## src/design/ilb_pkg.sv

```systemverilog
package ilb_pkg;

    localparam int DEPTH = 64;
    localparam int WIDTH = 32;
    localparam int CNT_W = 7;
    localparam int STAT_W = 2;

    localparam logic [CNT_W-1:0] DEPTH_CNT = CNT_W'(DEPTH);
    localparam logic [CNT_W-1:0] MIN_CAP = CNT_W'(4);

    typedef enum logic [2:0] {
        FUNC_APPEND = 3'd0,
        FUNC_INSERT = 3'd1,
        FUNC_REMOVE = 3'd2,
        FUNC_READ   = 3'd3,
        FUNC_CLEAR  = 3'd4
    } func_t;

    typedef enum logic [STAT_W-1:0] {
        STAT_OK    = 2'd0,
        STAT_RANGE = 2'd1,
        STAT_FULL  = 2'd2
    } status_t;

    typedef enum logic [1:0] {
        CELL_HOLD   = 2'd0,
        CELL_INSERT = 2'd1,
        CELL_REMOVE = 2'd2
    } cell_op_t;

    typedef struct packed {
        logic [2:0]              func;
        logic [CNT_W-1:0]        position;
        logic signed [WIDTH-1:0] value;
    } req_t;

    typedef struct packed {
        logic [STAT_W-1:0]       status;
        logic signed [WIDTH-1:0] read_value;
        logic [CNT_W-1:0]        count;
        logic [CNT_W-1:0]        capacity_now;
    } rsp_t;

    typedef struct packed {
        cell_op_t                op;
        logic [CNT_W-1:0]        position;
        logic signed [WIDTH-1:0] value;
    } cell_ctrl_t;

endpackage

```

## src/design/ilb_cell.sv

```systemverilog
module ilb_cell (
    input  logic                              clk,
    input  logic [ilb_pkg::CNT_W-1:0]         cell_index,
    input  ilb_pkg::cell_ctrl_t               ctrl,
    input  logic signed [ilb_pkg::WIDTH-1:0]  lower_word,
    input  logic signed [ilb_pkg::WIDTH-1:0]  upper_word,
    output logic signed [ilb_pkg::WIDTH-1:0]  word,
    output logic signed [ilb_pkg::WIDTH-1:0]  read_word
);

    logic signed [ilb_pkg::WIDTH-1:0] word_reg;
    logic signed [ilb_pkg::WIDTH-1:0] word_next;
    logic                             hit;

    assign hit = (cell_index == ctrl.position);

    always_comb
    begin
        word_next = word_reg;
        case (ctrl.op)
            ilb_pkg::CELL_INSERT:
            begin
                if (hit)
                begin
                    word_next = ctrl.value;
                end
                else if (cell_index > ctrl.position)
                begin
                    word_next = lower_word;
                end
            end
            ilb_pkg::CELL_REMOVE:
            begin
                if (cell_index >= ctrl.position)
                begin
                    word_next = upper_word;
                end
            end
            default:
            begin
                word_next = word_reg;
            end
        endcase
    end

    always_ff @(posedge clk)
    begin
        word_reg <= word_next;
    end

    assign word = word_reg;
    // Only the addressed cell contributes to the read bus, so the top can OR all cells.
    assign read_word = hit ? word_reg : '0;

endmodule

```

## config.mk

```make
export PLATFORM = sky130hd
export DESIGN_NAME = ilb_cell
export DESIGN_NICKNAME = d
export VERILOG_FILES = /design/src/design/ilb_pkg.sv /design/src/design/ilb_cell.sv
export SDC_FILE = /design/constraint.sdc
export NUM_CORES = 1
export LEC_CHECK = 0
export ABC_AREA = 1
export BUFFER_PORTS_ARGS = -buffer_cell sky130_fd_sc_hd__buf_2
export CAP_MARGIN = 0
export CORE_ASPECT_RATIO = 0.75
export CORE_MARGIN = 2
export CORE_UTILIZATION = 42
export CTS_BUF_LIST = sky130_fd_sc_hd__clkbuf_2
export CTS_CLUSTER_SIZE = 25
export DETAILED_ROUTE_END_ITERATION = 12
export PLACE_DENSITY = 0.83
export SLEW_MARGIN = 20
export SYNTH_ARGS = -nofsm -noshare
export SYNTH_HDL_FRONTEND = slang
export SYNTH_SLANG_ARGS = --single-unit
```

## constraint.sdc

```tcl
create_clock -name clk -period 3.17 [get_ports clk]
set_input_delay 0 -clock clk [delete_from_list [all_inputs] [get_ports clk]]
set_output_delay 0 -clock clk [all_outputs]
set_load 0.05 [all_outputs]
```

==> results_dict.tcl, run 1 <==
set metrics [dict create \
    worstSetupEndpointType "register" \
    io_buffers 176 \
    cts_htree_levels 2 \
    max_freq_ghz 0.5210 \
    die_area_sq_um 6397 \
    hp-class "input pin to register" \
    worstPathMaxFanout 64 \
    core_sq_um 5439 \
    netlist.top_cell.by_area "edfxtp_1" \
    place_area_sq_um 3338 \
    die_w_um 91.69 \
    synthTopCellsByArea "edfxtp_1 40%, nand2_1 17%, inv_1 12%" \
    via_count 2906 \
    yosysWarnings 0 \
    final.period_utilization_pct 60.54 \
    ys_seq_area_share_pct 39.67 \
    nets 678 \
    tns_ns 0 \
    clkSinkCount 32 \
    die_h_um 69.77 \
    grt_pass1_vias 2803 \
    place.gp.congestion 0.8205 \
    ys_types 13 \
    final_layout_size_suffix_gt1_share_pct 34.41 \
    status "complete, no violations" \
    syn_inst 350 \
    rsz0062_at_grt "false" \
    worstMarginPinSlew_ns 0.8783 \
    hold_violations 0 \
    largest_reg_flops 32 \
    crit_type "input pin to register" \
    grt_use_total_pct 22.64 \
    cts-root-buf "clkbuf_2" \
    p_leak_nw 2.267 \
    cts_buffers 5 \
    synth_area_sq_um 2422 \
    overflow 0 \
    syn-num-nets 470 \
    grt_pass1_wl_um 11880 \
    initial_core_util_pct 44.54 \
    p_per_area_nw_per_um2 324.4 \
    wl_um 7569 \
    grt_max_degree 65 \
    drtPass1Iterations 5 \
    pre_cts_ws_ns 1.030 \
    syn2layout_area_growth_pct 55.37 \
    cts_setup_buffers 0 \
    syn_avg_cell_area_sq_um 6.921 \
    num_antenna_cells 0 \
    ioPinCount 177 \
    clock_path_buffers 2 \
    cp-start-kind "input pin" \
    fin_crit_ns 1.919 \
    post-dp-hpwl_um 5106 \
    yosysTopAreaCellShare_pct 39.67 \
    ant_nets 0 \
    cp_data_arrival_time_ns 2.03 \
    ys_ff_latch 32 \
    drt_iter0_drc 112 \
    fin_hold_ws_ns 0.02716 \
    ir_drop_uv 154.6 \
    drc 0 \
    clk_pin_slew_ns 0.16 \
    fin_ws_ns 1.251 \
    finalMaxSlewViolations 0 \
    vias_per_cell 4.591 \
    wire_per_inst_um 11.96 \
    cts_tree "built" \
    postLayoutCellArea_sq_um 3764 \
    relSlewSlack_pct 41.31 \
    row_count 23 \
    cp.required_ns 3.28 \
    max_cap_viol_count 0 \
    antenna_found_initial 0 \
    setup-violations-final 0 \
    total_power_mw 1.221 \
]
report_power, final:
part / internal [mW] / leakage [nW] / switching (mW)
logic: 0.166 / 1.95 / 0.326
clock network: 0.0529 / 0.0288 / 0.127
registers: 0.526 / 0.292 / 0.0227
stage by stage:
stage,cells,util (%)
floorplan,350,-
global placement,587,61.38
detailed placement,587,61.38
CTS,631,68.83
global route,633,69.20
finish,633,69.20
worst paths after layout:
kind                           start  endpoint  cells after the start
worst max-delay path   cell_index[6]  word[13]                     10
worst min-delay path  lower_word[21]  word[21]                      5
area by class of cell:
cell class                      count  area [sq um]
Inverter                           77         289.0
Clock inverter                      1         5.005
Timing Repair Buffer              220          1309
Tap cell                           75         93.84
Sequential cell                    32         960.9
Clock buffer                        6         30.03
Multi-Input combinational cell    222          1076
Fill cell                         451          1675
placed cells by master, fill, tap and decap left out, drive strengths merged:
cell type / n
buf: 181
clkbuf: 6
clkinv: 1
dlygate4sd3: 39
edfxtp: 32
ha: 7
inv: 77
nand2: 107
nand3: 33
nand3b: 32
nor2: 43
logic make-up after synthesis:
family                   synth area share, %
adder cells (fa/ha/maj)                3.616
AND/OR/NAND/NOR                        40.39
buffers and inverters                  16.32
flip-flops                             39.67
repair_timing:
item / in CTS / in global routing
gates resized for setup: 0 / 0
hold endpoints to repair: 32 / 2
hold buffers: 37 / 2
synthesized netlist by cell type:
library cell,n
nor2_2,1
nand3b_1,32
nor2_1,41
ha_1,7
inv_1,77
edfxtp_1,32
buf_6,3
nand2_1,107
nand3_1,33
buf_2,10
clkbuf_1,3
nor2_4,1
buf_1,3
worst max-delay path, cell delays in order:
cell and delay [ns]:
buf_2 0.10, ha_1 0.29, nand2_1 0.13, nor2_4 0.09, nand2_2 0.08, buf_4 0.49, nand2_1 0.11, nand3_1 0.09
nand2_1 0.06, dlygate4sd3_1 0.55
layer usage:
layer / GRT usage [%] / wire [um] / up-vias
met1: 24.76 / 2988 / 1289
met3: 5.109 / 592 / 10
li1: - / - / 1475
met4: 6.799 / 80 / 0
met2: 43.30 / 3908 / 132
met5: 0 / 0 / -
(Power assumes the default switching activity.)
==> run 2, diff against run 1 <==
==> constraint.sdc (replaced) <==
create_clock -name clk -period 1.9 [get_ports clk]
set_input_delay 0 -clock clk [delete_from_list [all_inputs] [get_ports clk]]
set_output_delay 0 -clock clk [all_outputs]
set_load 0.05 [all_outputs]
==> results_dict.tcl, run 2 (synthesized netlist as in run 1, its figures left out) <==
set metrics [dict create \
    overflow 0 \
    worstMarginPinSlew_ns 0.3605 \
    largest_reg_flops 32 \
    hold_depth 5 \
    layout_commonest_cell "buf_2" \
    drc 0 \
    wire_per_inst_um 12.02 \
    fin_crit_ns 1.673 \
    syn2layout_area_growth_pct 64.15 \
    hold_violations 0 \
    grt_pass1_vias 2890 \
    status "complete, no violations" \
    ioPinCount 177 \
    p_per_area_nw_per_um2 529.0 \
    grt_pass1_wl_um 12590 \
    ant_nets 0 \
    cp_data_arrival_time_ns 1.81 \
    drt_iter0_drc 115 \
    place.gp.congestion 0.7937 \
    postCtsHoldBufs 56 \
    crit_type "input pin to register" \
    vias_per_cell 4.537 \
    cp-start-kind "input pin" \
    worstSetupEndpointType "register" \
    max_cap_viol_count 0 \
    pre_cts_ws_ns 0.3584 \
    finalMaxSlewViolations 0 \
    clk_pin_slew_ns 0.17 \
    cts_resized 0 \
    tns_ns 0 \
    initial_core_util_pct 44.54 \
    final_cell_mix "176 x buf_2, 106 x nand2_1, 77 x inv_1" \
    final.period_utilization_pct 88.07 \
    cts_tree "built" \
    hold_path_startpoint "lower_word[30]" \
    cts-root-buf "clkbuf_2" \
    ir_drop_uv 218.9 \
    cts_htree_levels 2 \
    clkSinkCount 32 \
    worstPathMaxFanout 33 \
    relSlewSlack_pct 75.96 \
    fin_ws_ns 0.2266 \
    grt_use_total_pct 24.29 \
    cts_setup_buffers 0 \
    final_layout_size_suffix_gt1_share_pct 33.85 \
    wl_um 7862 \
    rsz0062_at_grt "false" \
    drtPass1Iterations 4 \
    hold_end "word[30]" \
    core_sq_um 5439 \
    max_freq_ghz 0.5976 \
    io_buffers 176 \
    die_h_um 69.77 \
    post-dp-hpwl_um 5273 \
    row_count 23 \
    cts_buffers 5 \
    num_antenna_cells 0 \
    die_w_um 91.69 \
    cp.required_ns 2.04 \
    setup-violations-final 0 \
    via_count 2967 \
    nets 699 \
    antenna_found_initial 0 \
    die_area_sq_um 6397 \
    grt_max_degree 34 \
    hp-class "input pin to register" \
    p_leak_nw 2.366 \
    fill_cells 426 \
    clock_path_buffers 2 \
]
==> run 2: changes by cell type in the layout (fill, tap and decap cells not counted), sizes merged <==
| cell | previous run | this run |
|---|---|---|
| buf | 181 | 185 |
| dlygate4sd3 | 39 | 56 |
==> run 2: through the flow <==
| stage | hold slack, ns | instance area [sq um] | cells | total power [mW] | util, % |
|---|---|---|---|---|---|
| global placement | 0.2711 | 3381 | 591 | 1.675 | 62.16 |
| CTS | 0.0003349 | 3976 | 654 | 2.105 | 73.11 |
| global route | 0.001154 | 3976 | 654 | 2.228 | 73.11 |
| floorplan | 0.1859 | 2430 | 350 | 1.440 | - |
| finish | 0.02361 | 3976 | 654 | 2.103 | 73.11 |
| detailed placement | 0.2779 | 3381 | 591 | 1.692 | 62.16 |
==> run 2: final cells by class <==
cell class | count | area [sq um] | area share (%)
clock inverters | 1 | 5.005 | 0.1259
multi-input cells | 222 | 1076 | 27.06
flip-flops and latches | 32 | 960.9 | 24.17
well taps | 75 | 93.84 | 2.360
inverters | 77 | 289.0 | 7.269
repair buffers | 241 | 1521 | 38.26
clock buffers | 6 | 30.03 | 0.7552
==> run 2: critical path, cell delays in order <==
cell and delay, ns:
buf_2 0.10, ha_1 0.30, nand2_1 0.13, nor2_4 0.06, nand2_2 0.08, buf_4 0.31
nand2_1 0.10, nand3_1 0.09, nand2_1 0.06, dlygate4sd3_1 0.56
==> run 2: worst max path at each step <==
stage                   from  slack, ns       end
2_1_floorplan       ctrl[34]       0.12   word[0]
3_3_place_gp        ctrl[38]       0.43  word[18]
3_5_place_dp        ctrl[34]       0.36  word[19]
4_1_cts             ctrl[34]       0.28   word[0]
5_1_grt        cell_index[6]       0.16   word[7]
6_report       cell_index[6]       0.23  word[17]
==> run 2: where the power goes <==
| part | internal, mW | switching (mW) |
|---|---|---|
| Sequential | 0.877 | 0.0415 |
| Combinational | 0.329 | 0.551 |
| Clock | 0.0878 | 0.217 |
| Total | 1.29 | 0.810 |
==> run 2: layer usage <==
layer	track usage, %	vias up	part of all wire (%)
met5	0	-	0
met4	9.453	0	1.9
met3	5.326	17	6.8
met2	46.16	144	53
met1	26.02	1288	38
li1	-	1518	-
