[config.mk]
export PLATFORM = sky130hd
export DESIGN_NAME = ilb_ctrl
export DESIGN_NICKNAME = d
export VERILOG_FILES = /design/src/design/ilb_pkg.sv /design/src/design/ilb_ctrl.sv
export SDC_FILE = /design/constraint.sdc
export NUM_CORES = 1
export LEC_CHECK = 0
export BUFFER_PORTS_ARGS = -buffer_cell sky130_fd_sc_hd__buf_4
export CAP_MARGIN = 20
export CELL_PAD_IN_SITES_DETAIL_PLACEMENT = 0
export CELL_PAD_IN_SITES_GLOBAL_PLACEMENT = 1
export CORE_ASPECT_RATIO = 1.75
export CORE_UTILIZATION = 35
export DETAILED_ROUTE_END_ITERATION = 8
export PLACE_DENSITY_LB_ADDON = 0.1
export SLEW_MARGIN = 30
export SYNTH_ARGS = -nofsm -noshare
export SYNTH_HDL_FRONTEND = slang
export SYNTH_SLANG_ARGS = --single-unit
[constraint.sdc]
create_clock -name clk -period 4.2 [get_ports clk]
set_clock_uncertainty 0.1 [all_clocks]
set_input_delay 0.63 -clock clk [delete_from_list [all_inputs] [get_ports clk]]
set_output_delay 0.63 -clock clk [all_outputs]
set_load 0.05 [all_outputs]
[src/design/ilb_pkg.sv]
package ilb_pkg;

    localparam int DEPTH = 64;
    localparam int WIDTH = 32;
    localparam int CNT_W = 7;
    localparam int STAT_W = 2;

    localparam logic [CNT_W-1:0] DEPTH_CNT = CNT_W'(DEPTH);
    localparam logic [CNT_W-1:0] MIN_CAP = CNT_W'(4);

    typedef enum logic [2:0] {
        FUNC_APPEND = 3'd0,
        FUNC_INSERT = 3'd1,
        FUNC_REMOVE = 3'd2,
        FUNC_READ   = 3'd3,
        FUNC_CLEAR  = 3'd4
    } func_t;

    typedef enum logic [STAT_W-1:0] {
        STAT_OK    = 2'd0,
        STAT_RANGE = 2'd1,
        STAT_FULL  = 2'd2
    } status_t;

    typedef enum logic [1:0] {
        CELL_HOLD   = 2'd0,
        CELL_INSERT = 2'd1,
        CELL_REMOVE = 2'd2
    } cell_op_t;

    typedef struct packed {
        logic [2:0]              func;
        logic [CNT_W-1:0]        position;
        logic signed [WIDTH-1:0] value;
    } req_t;

    typedef struct packed {
        logic [STAT_W-1:0]       status;
        logic signed [WIDTH-1:0] read_value;
        logic [CNT_W-1:0]        count;
        logic [CNT_W-1:0]        capacity_now;
    } rsp_t;

    typedef struct packed {
        cell_op_t                op;
        logic [CNT_W-1:0]        position;
        logic signed [WIDTH-1:0] value;
    } cell_ctrl_t;

endpackage

[src/design/ilb_ctrl.sv]
module ilb_ctrl (
    input  logic                              clk,
    input  logic                              rst_n,
    input  logic                              req_valid,
    output logic                              req_ready,
    input  ilb_pkg::req_t                     req,
    output logic                              rsp_valid,
    input  logic                              rsp_ready,
    output ilb_pkg::rsp_t                     rsp,
    input  logic signed [ilb_pkg::WIDTH-1:0]  read_bus,
    output ilb_pkg::cell_ctrl_t               cell_ctrl
);

    logic [ilb_pkg::CNT_W-1:0] count_reg;
    logic [ilb_pkg::CNT_W-1:0] count_next;
    logic [ilb_pkg::CNT_W-1:0] cap_reg;
    logic [ilb_pkg::CNT_W-1:0] cap_next;
    logic                      rsp_valid_reg;
    logic                      rsp_valid_next;
    ilb_pkg::rsp_t             rsp_reg;
    ilb_pkg::rsp_t             rsp_next;

    logic                      accept;
    logic [ilb_pkg::CNT_W:0]   cap_double;
    logic [ilb_pkg::CNT_W-1:0] cap_grown;
    logic [ilb_pkg::CNT_W-1:0] cap_half;
    logic [ilb_pkg::CNT_W-1:0] count_dec;
    logic                      store_full;

    assign req_ready = !rsp_valid_reg || rsp_ready;
    assign accept = req_valid && req_ready;
    assign store_full = (count_reg >= ilb_pkg::DEPTH_CNT);
    assign count_dec = count_reg - ilb_pkg::CNT_W'(1);

    // Capacity doubles only when the list has reached it, saturating at the store depth.
    always_comb
    begin
        cap_double = {1'b0, cap_reg} << 1;
        if (count_reg < cap_reg)
        begin
            cap_grown = cap_reg;
        end
        else if (cap_double > {1'b0, ilb_pkg::DEPTH_CNT})
        begin
            cap_grown = ilb_pkg::DEPTH_CNT;
        end
        else
        begin
            cap_grown = cap_double[ilb_pkg::CNT_W-1:0];
        end
        cap_half = cap_reg >> 1;
        if (cap_half < ilb_pkg::MIN_CAP)
        begin
            cap_half = ilb_pkg::MIN_CAP;
        end
    end

    always_comb
    begin
        count_next = count_reg;
        cap_next = cap_reg;
        rsp_next = rsp_reg;
        rsp_valid_next = rsp_valid_reg && !rsp_ready;
        cell_ctrl.op = ilb_pkg::CELL_HOLD;
        cell_ctrl.position = req.position;
        cell_ctrl.value = req.value;
        if (accept)
        begin
            rsp_valid_next = 1'b1;
            rsp_next.status = ilb_pkg::STAT_OK;
            rsp_next.read_value = '0;
            case (req.func)
                ilb_pkg::FUNC_APPEND:
                begin
                    if (store_full)
                    begin
                        rsp_next.status = ilb_pkg::STAT_FULL;
                    end
                    else
                    begin
                        cell_ctrl.op = ilb_pkg::CELL_INSERT;
                        cell_ctrl.position = count_reg;
                        cap_next = cap_grown;
                        count_next = count_reg + ilb_pkg::CNT_W'(1);
                    end
                end
                ilb_pkg::FUNC_INSERT:
                begin
                    if (req.position > count_reg)
                    begin
                        rsp_next.status = ilb_pkg::STAT_RANGE;
                    end
                    else if (store_full)
                    begin
                        rsp_next.status = ilb_pkg::STAT_FULL;
                    end
                    else
                    begin
                        cell_ctrl.op = ilb_pkg::CELL_INSERT;
                        cap_next = cap_grown;
                        count_next = count_reg + ilb_pkg::CNT_W'(1);
                    end
                end
                ilb_pkg::FUNC_REMOVE:
                begin
                    if (req.position >= count_reg)
                    begin
                        rsp_next.status = ilb_pkg::STAT_RANGE;
                    end
                    else
                    begin
                        cell_ctrl.op = ilb_pkg::CELL_REMOVE;
                        count_next = count_dec;
                        if ((count_dec <= (cap_reg >> 2)) && (cap_reg > ilb_pkg::MIN_CAP))
                        begin
                            cap_next = cap_half;
                        end
                    end
                end
                ilb_pkg::FUNC_READ:
                begin
                    if (req.position >= count_reg)
                    begin
                        rsp_next.status = ilb_pkg::STAT_RANGE;
                    end
                    else
                    begin
                        rsp_next.read_value = read_bus;
                    end
                end
                ilb_pkg::FUNC_CLEAR:
                begin
                    count_next = '0;
                    cap_next = ilb_pkg::MIN_CAP;
                end
                default:
                begin
                    count_next = count_reg;
                end
            endcase
            rsp_next.count = count_next;
            rsp_next.capacity_now = cap_next;
        end
    end

    always_ff @(posedge clk or negedge rst_n)
    begin
        if (!rst_n)
        begin
            count_reg <= '0;
            cap_reg <= ilb_pkg::MIN_CAP;
            rsp_valid_reg <= 1'b0;
        end
        else
        begin
            count_reg <= count_next;
            cap_reg <= cap_next;
            rsp_valid_reg <= rsp_valid_next;
        end
    end

    always_ff @(posedge clk)
    begin
        rsp_reg <= rsp_next;
    end

    assign rsp_valid = rsp_valid_reg;
    assign rsp = rsp_reg;

endmodule

==> results of run 1 <==
==> cells in the mapped netlist (all sizes together), types with 4 or more instances <==
cell,n
a21o,4
a21oi,24
a22o,4
a22oi,4
a31oi,6
and2,35
buf,34
clkbuf,12
dfrtp,14
edfxtp,48
ha,21
inv,16
nand2,26
nand2b,5
nand3,5
nand4,4
nor2,24
nor3,10
o21ai,23
==> worst paths after layout <==
check / slack, ns / cells past startpoint / end / startpoint
setup / recovery: 0.29 / 8 / cell_ctrl[39] / count_reg[6]
hold / removal: 0.06 / 1 / rsp_valid / rst_n
setup reg to reg: 0.73 / 10 / rsp[3] / count_reg[6]
hold reg to reg: 0.45 / 2 / rsp_valid / rsp_valid
max in group asynchronous: 3.67 / 1 / cap_reg[2] / rst_n
min in group clk: 0.40 / 2 / rsp_valid / req_valid
==> area by class of cell <==
class / count / area, um2
clock buffers: 9 / 225
fillers: 1044 / 5840
well taps: 130 / 163
inverters: 17 / 63.8
multi-input cells: 249 / 1680
flip-flops and latches: 63 / 1820
clock inverters: 7 / 47.5
repair buffers: 114 / 856
==> through the flow <==
stage	utilization, %	hold slack (ns)	instances
5_1_grt	45.4	0.0620	589
3_5_place_dp	42.8	0.412	573
4_1_cts	45.4	0.0542	589
6_report	45.4	0.0575	589
2_1_floorplan	-	0.234	375
3_3_place_gp	42.8	0.421	573
==> per-layer routing <==
metal,share of wire (%),up-vias
met2,55,114
met3,5.2,30
met1,37,1499
met5,0,-
li1,-,1488
met4,3.2,0
==> power by group through the flow <==
stage	logic (mW)	registers, mW	clock network [mW]
floorplan	0.789	0.969	0
CTS	1.21	0.839	0.696
finish	1.21	0.840	0.674
global route	1.32	0.851	0.718
global placement	1.19	0.848	0
detailed placement	1.20	0.852	0
==> cells by family (layout without fill, tap and decap cells) <==
logic type | Yosys count | after routing | synth area share, %
mux | 3 | 3 | 0.810
compound gates | 96 | 96 | 17.1
xor+xnor | 3 | 3 | 0.680
flops | 63 | 63 | 47.1
simple gates | 126 | 126 | 18.1
buf+inv | 63 | 147 | 9.52
fa+ha+maj | 21 | 21 | 6.80
==> worst register-to-register path, cell delays in order, from the launching register on <==
cell,delay (ns)
dfrtp_1,0.63
inv_1,0.28
ha_1,0.39
nand2_1,0.06
o21ai_1,0.31
o221ai_1,0.31
buf_4,0.26
and2_1,0.27
and3_1,0.21
a22oi_1,0.18
a21bo_1,0.23
==> results.tsv, run 1 <==
metric	value	unit
outcome	finished clean	
synth_area	3860	um2
die_x	81.4	um
yosysUniqueCellTypes	64	
worst_setup_path_end_kind	output port	
largest_reg_flops	48	
switchingPower	1.12	mW
ys.flop_type	edfxtp_1	
floorplan.initialDensity	36.1	%
grt_pass1_vias	3136	
dp_hpwl	8420	um
pwr-share-clk	24.8	%
post_cts_buffers	0	
dr.pass1.iters	4	
drt_iter0_drc	117	
tns	0	ns
ys_async_sr_fraction	23.8	%
cts_max_level	3	
final_cell_mix	buf_4, edfxtp_1, and2_1, nand2_1, a21oi_1	
p_leak	2.11	nW
dr_total_vias	3131	
clk_pin_slew	0.06	ns
max_stage_delay	0.63	ns
grtUsageMet1	20.6	%
synth_top_area_share	37.3	%
p_int	1.60	mW
final_area	4860	um2
nets	553	
grt_use_met2	35.5	%
pre_cts_ws	0.702	ns
clock.fmax	256	MHz
final_common_cell	buf_4	
relSlewSlack	59.2	%
clkSinkCount	63	
drive_gt1_share	32.0	%
cp_cell_sequence	inv_1, ha_1, a21oi_1, o21ai_1, o221ai_1, nand2_1, nor3_1, buf_4	
maxCapViolations	0	
path_delay_family	compound AO/OA/AOI/OAI gates	
cts_root_buf	clkbuf_16	
seq_power_share	30.9	%
core_area	10700	um2
setup_viol	0	
wl_per_cell	18.5	um
vias_per_cell	5.32	
die_area	11500	um2
critPathBufInv	2	
fin_ws	0.295	ns
portBuffers	104	
clk_path_buf_depth	2	
crit_slowest_cell	dfrtp_1	
grt_pass1_wl	16500	um
area_growth_syn_to_layout	25.7	%
crit_type	flop to output port	
finalPower	2.72	mW
min_path_type	input port to async pin	
pwr_density_cell	561	nW/um2
vdd_drop_max	0.281	mV
grt_usage	19.8	%
clock_latency	0.33	ns
ys_warn_count	0	
ios	169	
ctsResizeCount	0	
slew_viol_final	0	
crit_fanout	13	
arrival	3.18	ns
synth_edf_count	48	
start_kind	flop	
cp.required	3.47	ns
grt_use_met3	4.01	%
cts_buffers	9	
wl	10900	um
drc_errors	0	
rows	50	
power_frac_comb	44.4	%
synth_area_leaders	edfxtp_1, dfrtp_1, ha_1	
finalCritPeriodShare	93.0	%
fp.dieH	141	um
cts_tree	yes	
grt_max_degree	33	
place_area	4580	um2
synthesis.nets	474	
period_needed	3.91	ns
synth_largest_area_cell	edfxtp_1	
hold_violations	0	
ctsHoldBuffers	0	
grt.busiest_layer	met2	
antenna_cells	0	
syn_inst	375	
gp_congestion	0.884	
synth-seq-area-share	47.1	%
grt-ovfl-total	0	
switching_share	41.1	%
rsz0062_at_grt	no	
ys_ff_latch	63	
worst_slew_pin_slew	0.608	ns
antenna_found_initial	0	
synth_area_per_cell	10.3	um2
ant_nets	0	
(Power assumes the default switching activity.)
==> inputs of run 2 (changes only) <==
--- a/config.mk
+++ b/config.mk
@@ -5,7 +5,7 @@
 export SDC_FILE = /design/constraint.sdc
 export NUM_CORES = 1
 export LEC_CHECK = 0
-export BUFFER_PORTS_ARGS = -buffer_cell sky130_fd_sc_hd__buf_4
+export BUFFER_PORTS_ARGS = -buffer_cell sky130_fd_sc_hd__buf_2
 export CAP_MARGIN = 20
 export CELL_PAD_IN_SITES_DETAIL_PLACEMENT = 0
 export CELL_PAD_IN_SITES_GLOBAL_PLACEMENT = 1
@@ -13,7 +13,9 @@
 export CORE_UTILIZATION = 35
 export DETAILED_ROUTE_END_ITERATION = 8
 export PLACE_DENSITY_LB_ADDON = 0.1
+export SKIP_CTS_REPAIR_TIMING = 1
 export SLEW_MARGIN = 30
 export SYNTH_ARGS = -nofsm -noshare
 export SYNTH_HDL_FRONTEND = slang
 export SYNTH_SLANG_ARGS = --single-unit
+export TNS_END_PERCENT = 20
==> results.tsv, run 2 (synthesized netlist as in run 1, its figures left out) <==
metric	value	unit	change
outcome	finished clean		
cp.required	3.47	ns	about the same
clk_path_buf_depth	2		unchanged
portBuffers	104		unchanged
max_stage_delay	0.64	ns	about the same
min_path_type	input port to async pin		
vdd_drop_max	0.342	mV	+22%
cts_buffers	9		unchanged
pwr-share-clk	30.1	%	+5.3 points
wl	10800	um	-1.3%
reg2reg_from	count_reg[2]		
final_cell_mix	buf_2, edfxtp_1, and2_1, nand2_1, a21oi_1		
cts_root_buf	clkbuf_16		
start_kind	flop		
drive_gt1_share	32.2	%	+0.15 points
worst_setup_path_end_kind	output port		
holdWs	0.135	ns	+0.0776 ns
tns	0	ns	unchanged
setup_viol	0		unchanged
area_growth_syn_to_layout	21.0	%	
finalCritPeriodShare	83.7	%	-9.3 points
switchingPower	1.11	mW	-0.82%
relSlewSlack	54.0	%	-5.2 points
core_area	10700	um2	unchanged
cts_tree	yes		
fin_ws	0.686	ns	+0.391 ns
pwr_density_cell	612	nW/um2	+9.2%
die_x	81.4	um	unchanged
maxCapViolations	0		unchanged
final_area	4680	um2	-3.7%
fillCellCount	1055		+1.1%
crit_start	count_reg[2]		
wl_per_cell	18.2	um	-1.5%
rows	50		unchanged
grt_max_degree	33		unchanged
gp_congestion	0.924		+4.5%
die_area	11500	um2	unchanged
place_inst	574		+0.17%
p_int	1.75	mW	+9.4%
clk_pin_slew	0.06	ns	about the same
vias_per_cell	5.23		-1.6%
fp.dieH	141	um	unchanged
antenna_cells	0		unchanged
dr_total_vias	3085		-1.5%
grt_pass1_vias	3056		-2.6%
dp_hpwl	8310	um	-1.3%
grt_pass1_wl	16100	um	-2.5%
floorplan.initialDensity	36.1	%	unchanged
drc_errors	0		unchanged
clock_latency	0.33	ns	about the same
ant_nets	0		unchanged
pre_cts_ws	0.859	ns	+0.157 ns
crit_slowest_cell	dfrtp_1		
crit_type	flop to output port		
grt-ovfl-total	0		unchanged
clkSinkCount	63		unchanged
hold_violations	0		unchanged
drt_iter0_drc	124		+6.0%
clock.fmax	285	MHz	+11%
slew_viol_final	0		unchanged
final_common_cell	buf_2		
grt_usage	19.4	%	-0.42 points
ios	169		unchanged
nets	554		+0.18%
worst_slew_pin_slew	0.685	ns	+0.0773 ns
antenna_found_initial	0		unchanged
rsz0062_at_grt	no		
cp_cell_sequence	inv_1, ha_1, a211o_1, a21o_1, or2_0, nor2_1, buf_2		
arrival	2.78	ns	-0.40 ns
instances_no_fill	590		+0.17%
largest_reg_flops	48		unchanged
finalPower	2.86	mW	+5.2%
utilization	43.7	%	-1.7 points
p_leak	2.06	nW	-1.9%
dr.pass1.iters	4		unchanged
switching_share	38.8	%	-2.3 points
seq_power_share	28.6	%	-2.3 points
place_area	4330	um2	-5.5%
crit_fanout	12		-1
power_frac_comb	41.2	%	-3.2 points
period_needed	3.51	ns	-0.391 ns
cts_max_level	3		unchanged
==> run 2: final cells by class <==
cell class              instances  area, um2  share of cell area [%]
multi-input cells             249       1680                    36.0
well taps                     130        163                    3.48
clock inverters                 7        120                    2.57
clock buffers                   9        225                    4.82
repair buffers                115        603                    12.9
flip-flops and latches         63       1820                    38.9
inverters                      17       63.8                    1.36
==> run 2: worst paths after layout <==
path | endpoint | cells after the start | slack, ns
max | cell_ctrl[40] | 7 | 0.69
min | cap_reg[6] | 1 | 0.14
max reg2reg | count_reg[1] | 8 | 0.99
min reg2reg | rsp_valid | 2 | 0.42
max in group asynchronous | cap_reg[2] | 1 | 3.53
min in group clk | rsp_valid | 2 | 0.41
==> run 2: worst max-delay path: cells and delay by family, from the launching register on <==
kind	cells	cell delay, ns
buffers and inverters	2	0.48
and+or+nand+nor	2	0.49
adders and majority gates	1	0.27
AOI/OAI and AO/OA	2	0.57
DFF	1	0.64
==> run 2: metal layers <==
layer / global-route usage (%) / part of all wire, % / vias to the layer above
met5: 0 / 0 / -
met4: 12.0 / 5.0 / 0
met3: 3.43 / 4.9 / 41
met2: 35.4 / 53 / 114
met1: 19.4 / 37 / 1435
li1: - / - / 1495
==> run 2: power by group through the flow <==
stage          logic, mW  registers (mW)  clock network, mW
6_report            1.18           0.820              0.862
3_5_place_dp        1.18           0.832                  0
3_3_place_gp        1.16           0.831                  0
2_1_floorplan      0.789           0.969                  0
5_1_grt             1.28           0.828              0.904
4_1_cts             1.18           0.820              0.881
